### src/hdl/mpl_pkg.sv
// Shared types and constants of the mesh point location block.
package mpl_pkg;

    localparam int COORD_W   = 24;
    localparam int MAX_NODES = 4096;
    localparam int MAX_TRIS  = 8192;
    localparam int NODE_AW   = $clog2(MAX_NODES);
    localparam int TRI_AW    = $clog2(MAX_TRIS);
    localparam int SLOT_W    = 13;
    localparam int NC_W      = 13;
    localparam int TC_W      = 14;
    localparam int CFG_W     = 14;
    localparam int DIFF_W    = COORD_W + 1;
    localparam int PROD_W    = 2 * DIFF_W;
    localparam int ACC_W     = PROD_W + 3;
    localparam int IN_DATA_W = 104;
    localparam int OUT_DATA_W = 32;

    localparam logic [1:0] ACT_NODE  = 2'd0;
    localparam logic [1:0] ACT_TRI   = 2'd1;
    localparam logic [1:0] ACT_QUERY = 2'd2;

    localparam logic CFG_NODE_COUNT = 1'b0;
    localparam logic CFG_TRI_COUNT  = 1'b1;

    typedef enum logic [1:0] {
        K_NODE,
        K_TRI,
        K_QUERY,
        K_SKIP
    } t_kind;

    typedef struct packed {
        t_kind                      kind;
        logic [SLOT_W-1:0]          slot;
        logic signed [COORD_W-1:0]  pos_x;
        logic signed [COORD_W-1:0]  pos_y;
        logic [NODE_AW-1:0]         vertex_a;
        logic [NODE_AW-1:0]         vertex_b;
        logic [NODE_AW-1:0]         vertex_c;
    } t_item;

endpackage

### src/hdl/mpl_front.sv
// Input side: accepts items, classifies them and queues them for the sequencer.
module mpl_front
    import mpl_pkg::*;
(
    input  logic                 i_clk,
    input  logic                 i_rst_n,
    input  logic                 i_s_valid,
    output logic                 o_s_ready,
    input  logic [1:0]           i_s_user,
    input  logic [IN_DATA_W-1:0] i_s_data,
    output logic                 o_q_valid,
    input  logic                 i_q_ready,
    output t_item                o_q_item
);
    t_item      r_mem [2];
    logic       r_wp;
    logic       r_rp;
    logic [1:0] r_cnt;
    t_item      n_item;
    logic       push;
    logic       pop;

    always_comb begin
        n_item.slot     = i_s_data[12:0];
        n_item.pos_x    = i_s_data[36:13];
        n_item.pos_y    = i_s_data[60:37];
        n_item.vertex_a = i_s_data[72:61];
        n_item.vertex_b = i_s_data[84:73];
        n_item.vertex_c = i_s_data[96:85];
        unique case (i_s_user)
            ACT_NODE:  n_item.kind = (i_s_data[12:0] < SLOT_W'(MAX_NODES)) ? K_NODE : K_SKIP;
            ACT_TRI:   n_item.kind = K_TRI;
            ACT_QUERY: n_item.kind = K_QUERY;
            default:   n_item.kind = K_SKIP;
        endcase
    end

    assign o_s_ready = (r_cnt != 2'd2);
    assign o_q_valid = (r_cnt != 2'd0);
    assign o_q_item  = r_mem[r_rp];
    assign push      = i_s_valid && o_s_ready;
    assign pop       = o_q_valid && i_q_ready;

    always_ff @(posedge i_clk) begin
        if (push) begin
            r_mem[r_wp] <= n_item;
        end
        if (!i_rst_n) begin
            r_wp  <= 1'b0;
            r_rp  <= 1'b0;
            r_cnt <= 2'd0;
        end else begin
            if (push) begin
                r_wp <= ~r_wp;
            end
            if (pop) begin
                r_rp <= ~r_rp;
            end
            r_cnt <= r_cnt + 2'(push) - 2'(pop);
        end
    end
endmodule

### config.mk
export PLATFORM = sky130hd
export DESIGN_NAME = mpl_front
export DESIGN_NICKNAME = d
export VERILOG_FILES = /design/src/hdl/mpl_pkg.sv /design/src/hdl/mpl_front.sv
export SDC_FILE = /design/constraint.sdc
export NUM_CORES = 1
export LEC_CHECK = 0
export BUFFER_PORTS_ARGS = -buffer_cell sky130_fd_sc_hd__buf_2
export CORE_MARGIN = 8
export CORE_UTILIZATION = 25
export CTS_CLUSTER_DIAMETER = 100
export DETAILED_ROUTE_END_ITERATION = 8
export HOLD_SLACK_MARGIN = 0.12
export PLACE_DENSITY_LB_ADDON = 0.3
export SLEW_MARGIN = 10
export SYNTH_ARGS = -nofsm -noshare
export SYNTH_HDL_FRONTEND = slang
export SYNTH_SLANG_ARGS = --single-unit
### constraint.sdc
create_clock -name i_clk -period 3.97 [get_ports i_clk]
set_clock_uncertainty 0.05 [all_clocks]
set_input_delay 0.397 -clock i_clk [delete_from_list [all_inputs] [get_ports i_clk]]
set_output_delay 0.397 -clock i_clk [all_outputs]
set_load 0.01 [all_outputs]
* Word level (Yosys, flattened, before mapping)
Memory sizes are Yosys's and may differ from the RTL's. A register that Yosys moved wholly into a read port is not among the register bits. Cells that the tools add are included. W data, S select, Z words.
Word-level totals: bits in registers 4, RAM bits 198, bits of input ports 110, memories 1
Memory list:
- r_mem | words 2, width 99, read ports 1, clocked after Yosys merged registers in 1, wr ports 1, RTL line mpl_front.sv:15 | t_item r_mem [2];
Cells by class: $add $sub $neg 2, magnitude comparators 1, eq/ne operators 3, muxes and demuxes 6, bitwise gates (word level) 2, reduce and logical (&&, ||, !) cells 4
Operators with widths (count):
- $lt A13 B13 Y1 const B | 1
- $pmux W2 S3 | 1
- $mux W1 | 4
- $add A2 B1 Y2 | 1
- $eq A2 B1 Y1 const B | 1
- $eq A2 B2 Y1 const B | 1
- $logic_and A1 B1 Y1 | 2
- $logic_not A2 Y1 | 1
- $mux W2 | 1
- $ne A2 B2 Y1 const B | 1
- $not A1 Y1 | 2
- $reduce_bool A2 Y1 | 1
- $sub A2 B1 Y2 | 1

* Logic depth before layout (Yosys ltp)
word-level depth 4, gate-level depth with buffers 6

* Worst setup path before layout
Ideal clock, no wire load.
path type register to register, from register r_cnt[0], to memory r_mem[1][0] (netlist name) (enable), data arrival time 2.976 ns, setup slack 0.475 ns, stages on the path, launching flop included 3, buffers on the path 0, period minus slack after synthesis 3.495 ns, cell sequence dfxtp_1 nand2b_1 and3_1
Between the ends: word-level cells in the longest chain between the ends 4
Ends and longest elaborated chain:
- start, declared | RTL line mpl_front.sv:18 | logic [1:0] r_cnt;
- start signal, assigned | RTL line mpl_front.sv:59 | r_cnt <= r_cnt + 2'(push) - 2'(pop);
- $ne A2 B2 Y1 | RTL line mpl_front.sv:38 | assign o_s_ready = (r_cnt != 2'd2);
- net o_s_ready | RTL line mpl_front.sv:8 | output logic o_s_ready,
- $logic_and A1 B1 Y1 | RTL line mpl_front.sv:41 | assign push = i_s_valid && o_s_ready;
- $mux W1 | RTL line mpl_front.sv:45 | if (push) begin
- $mux W1 (not written as such) | RTL line mpl_front.sv:46 | r_mem[r_wp] <= n_item;
- end, declared | RTL line mpl_front.sv:15
The timed path passes the listed nets, and every way through them passes these cells.

==> metrics.txt <==
Max Clock Freq 369.0 MHz; post-route ant nets 0; die width 188.7 um; Final WS setup 1.260 ns; power density cells 549.8 nW/um^2; first-pass GRT wire length 25,520 um; CP endpoint kind output port; crit path buf inv count 2; H-tree Lvls 1; Util after Layout 36.21%; Setup CP Type reg -> out; maximum buffer depth of the clock tree 3; drt pass-1 iters 4; Final #Nets 773; Lkg Pwr 0.003974 uW; Critical Path Fanout Max 51; Mapped Area 7456 um^2; met3 Track Usage GR 3.364%; clock sink count 203; vias in the first global route 4,782; Post-Place Worst Slack 1.682 ns; FF+latch count, synth 203; clock slew at reported path FFs 0.06 ns; startpoint types register; sequential share of the synthesized area 81.09%; Warnings, synthesis 0; DP HPWL 10,810 um; routed len/inst 15.25 um; Area growth, synth to finish 43.16%; slowest cell on the critical path dfxtp_4; crit path cell chain buf_12 -> mux2_2 -> buf_2; MaxCap Viol Count 0; worst slew pin tran 0.7785 ns; worst skew pair latency 0.49 ns; Die H 188.7 um; CORE AREA 29,480 um^2; drt drc 0; crit path DAT 2.26 ns; root buf cell clkbuf_16; Fill cells 2,822; Final Hold Fails 0; setup TNS 0 ns; antenna cells 0; Max Slew Vio Count 0; post-synth cell types 26; die area 35,610 um^2; GRT Resource Usage Total 8.803%; cell depth of the worst setup path 3; CTS tree yes; initial core utilization 25.29%; worst min-delay path class in -> reg; total grt overflow 0; delay-heaviest family, CP flip-flops; Port Buffers 203; Total Power 5869 uW; Worst VDD drop 0.3908 mV; Syn Inst Count 342; CP Data Required Time 3.52 ns; final setup fails 0; relative max-transition margin 48.10%; Tcrit/Tclk final 68.27%; syn nets 453; grt met2 use 15.91%; Post-Syn Area per Cell 21.80 um^2; DR iter-0 viols 183; DRT Wirelength 16,290 um; status finished, final reports clean; largest net degree at the start of global routing 54; initial antenna violation count 0; IO Count 211; global routing met1 resource utilization 9.546%; reg2reg setup slack 1.73 ns; Vias 4,233; floorplan row count 63; layout cell share with drive strength beyond 1 51.33%; buffer count from post-CTS setup fixing 0; post-DR vias/cell 3.963; Hold Crit Depth 3; R2R cell count 4; commonest non-fill, non-tap cell in the layout buf_2; GRT busiest layer met2; post_cts resized 0; gp weighted congestion 0.6894; most frequent cells in the layout 203 x buf_2, 198 x edfxtp_1, 99 x dlygate4sd3_1, 89 x mux2_2, 23 x clkbuf_16; TritonCTS Buffers 23; CP peak stage delay 0.84 ns; setup repair after global routing missed its margin false; Tmin final 2.710 ns
## cell usage after synthesis (all sizes together)
cell / n / area [um^2]
a21bo: 1 / 10.01
or2: 1 / 6.260
nor3: 1 / 10.01
edfxtp: 198 / 5946
o31a: 1 / 8.760
and2: 1 / 6.260
nand2b: 1 / 6.260
a21oi: 1 / 5.000
buf: 11 / 73.82
o21ai: 3 / 15.01
dfxtp: 5 / 100.1
a21o: 1 / 7.510
mux2: 99 / 1152
nand3: 1 / 5.000
and3: 2 / 12.51
inv: 4 / 15.01
nor4: 1 / 6.260
o21ba: 1 / 10.01
nor2: 4 / 15.01
ha: 1 / 12.51
nor2b: 1 / 6.260
xor2: 1 / 8.760
nand3b: 1 / 7.510
nor4bb: 1 / 10.01
## layout make-up
| type | count | area [um^2] | area share, % |
|---|---|---|---|
| clock buffer | 29 | 618.1 | 5.791 |
| multi-input combinational | 124 | 1326 | 12.43 |
| inverter | 4 | 17.52 | 0.1641 |
| tap | 390 | 488.0 | 4.572 |
| clock inverter | 12 | 112.6 | 1.055 |
| timing repair buffer | 306 | 2062 | 19.32 |
| sequential | 203 | 6050 | 56.68 |
## per-layer routing
metal,vias up,routed length [um]
li1,1999,-
met1,2074,6237
met2,137,8362
met3,23,1333
met4,0,352
met5,-,0
## metrics by stage
step / cell area [um^2] / cells / hold slack (ns)
floorplan: 7456 / 342 / 0.4225
global placement: 8952 / 928 / 0.4334
detailed placement: 8952 / 928 / 0.4476
CTS: 10670 / 1068 / 0.1629
global route: 10670 / 1068 / 0.1884
finish: 10670 / 1068 / 0.2067
## worst register-to-register path, stage by stage (launching register included)
cell	delay, ns
dfxtp_1	0.43
nand2b_1	0.21
nand3b_1	0.16
inv_4	0.60
buf_4	0.45
## logic make-up (layout without fill, tap and decap cells)
kind of cell    after synthesis  count (layout)  synth area share (%)
buf+inv                      15             351                 1.191
mux                          99              99                 15.46
xor+xnor                      1               1                0.1175
flops                       203             203                 81.09
compound gates                8               8                0.7551
simple gates                 15              15                 1.225
fa+ha+maj                     1               1                0.1678
## power by group
group / switching [uW] / total, uW / leakage, uW / internal, uW
Clock: 784 / 2010 / 0.000358 / 1230
Sequential: 112 / 2720 / 0.00189 / 2600
Combinational: 554 / 1140 / 0.00172 / 587
## final timing paths
check | startpoint | to
hold / removal | i_s_user[1] | r_mem[1][98]
setup / recovery | register | o_q_item[25]
setup reg to reg | r_cnt[0] | r_mem[0][30]
hold reg to reg | r_rp | register
## state kept, by name, indices dropped and copies added (netlist names), named ones only
register,cells
r_cnt,2
r_mem,198
r_rp,1
r_wp,1
## timing repair
action	CTS	global route
hold buffers	99	0
setup endpoints to repair	0	0
hold endpoints to repair	198	0
No activity file was read; power rests on OpenSTA's default activity.
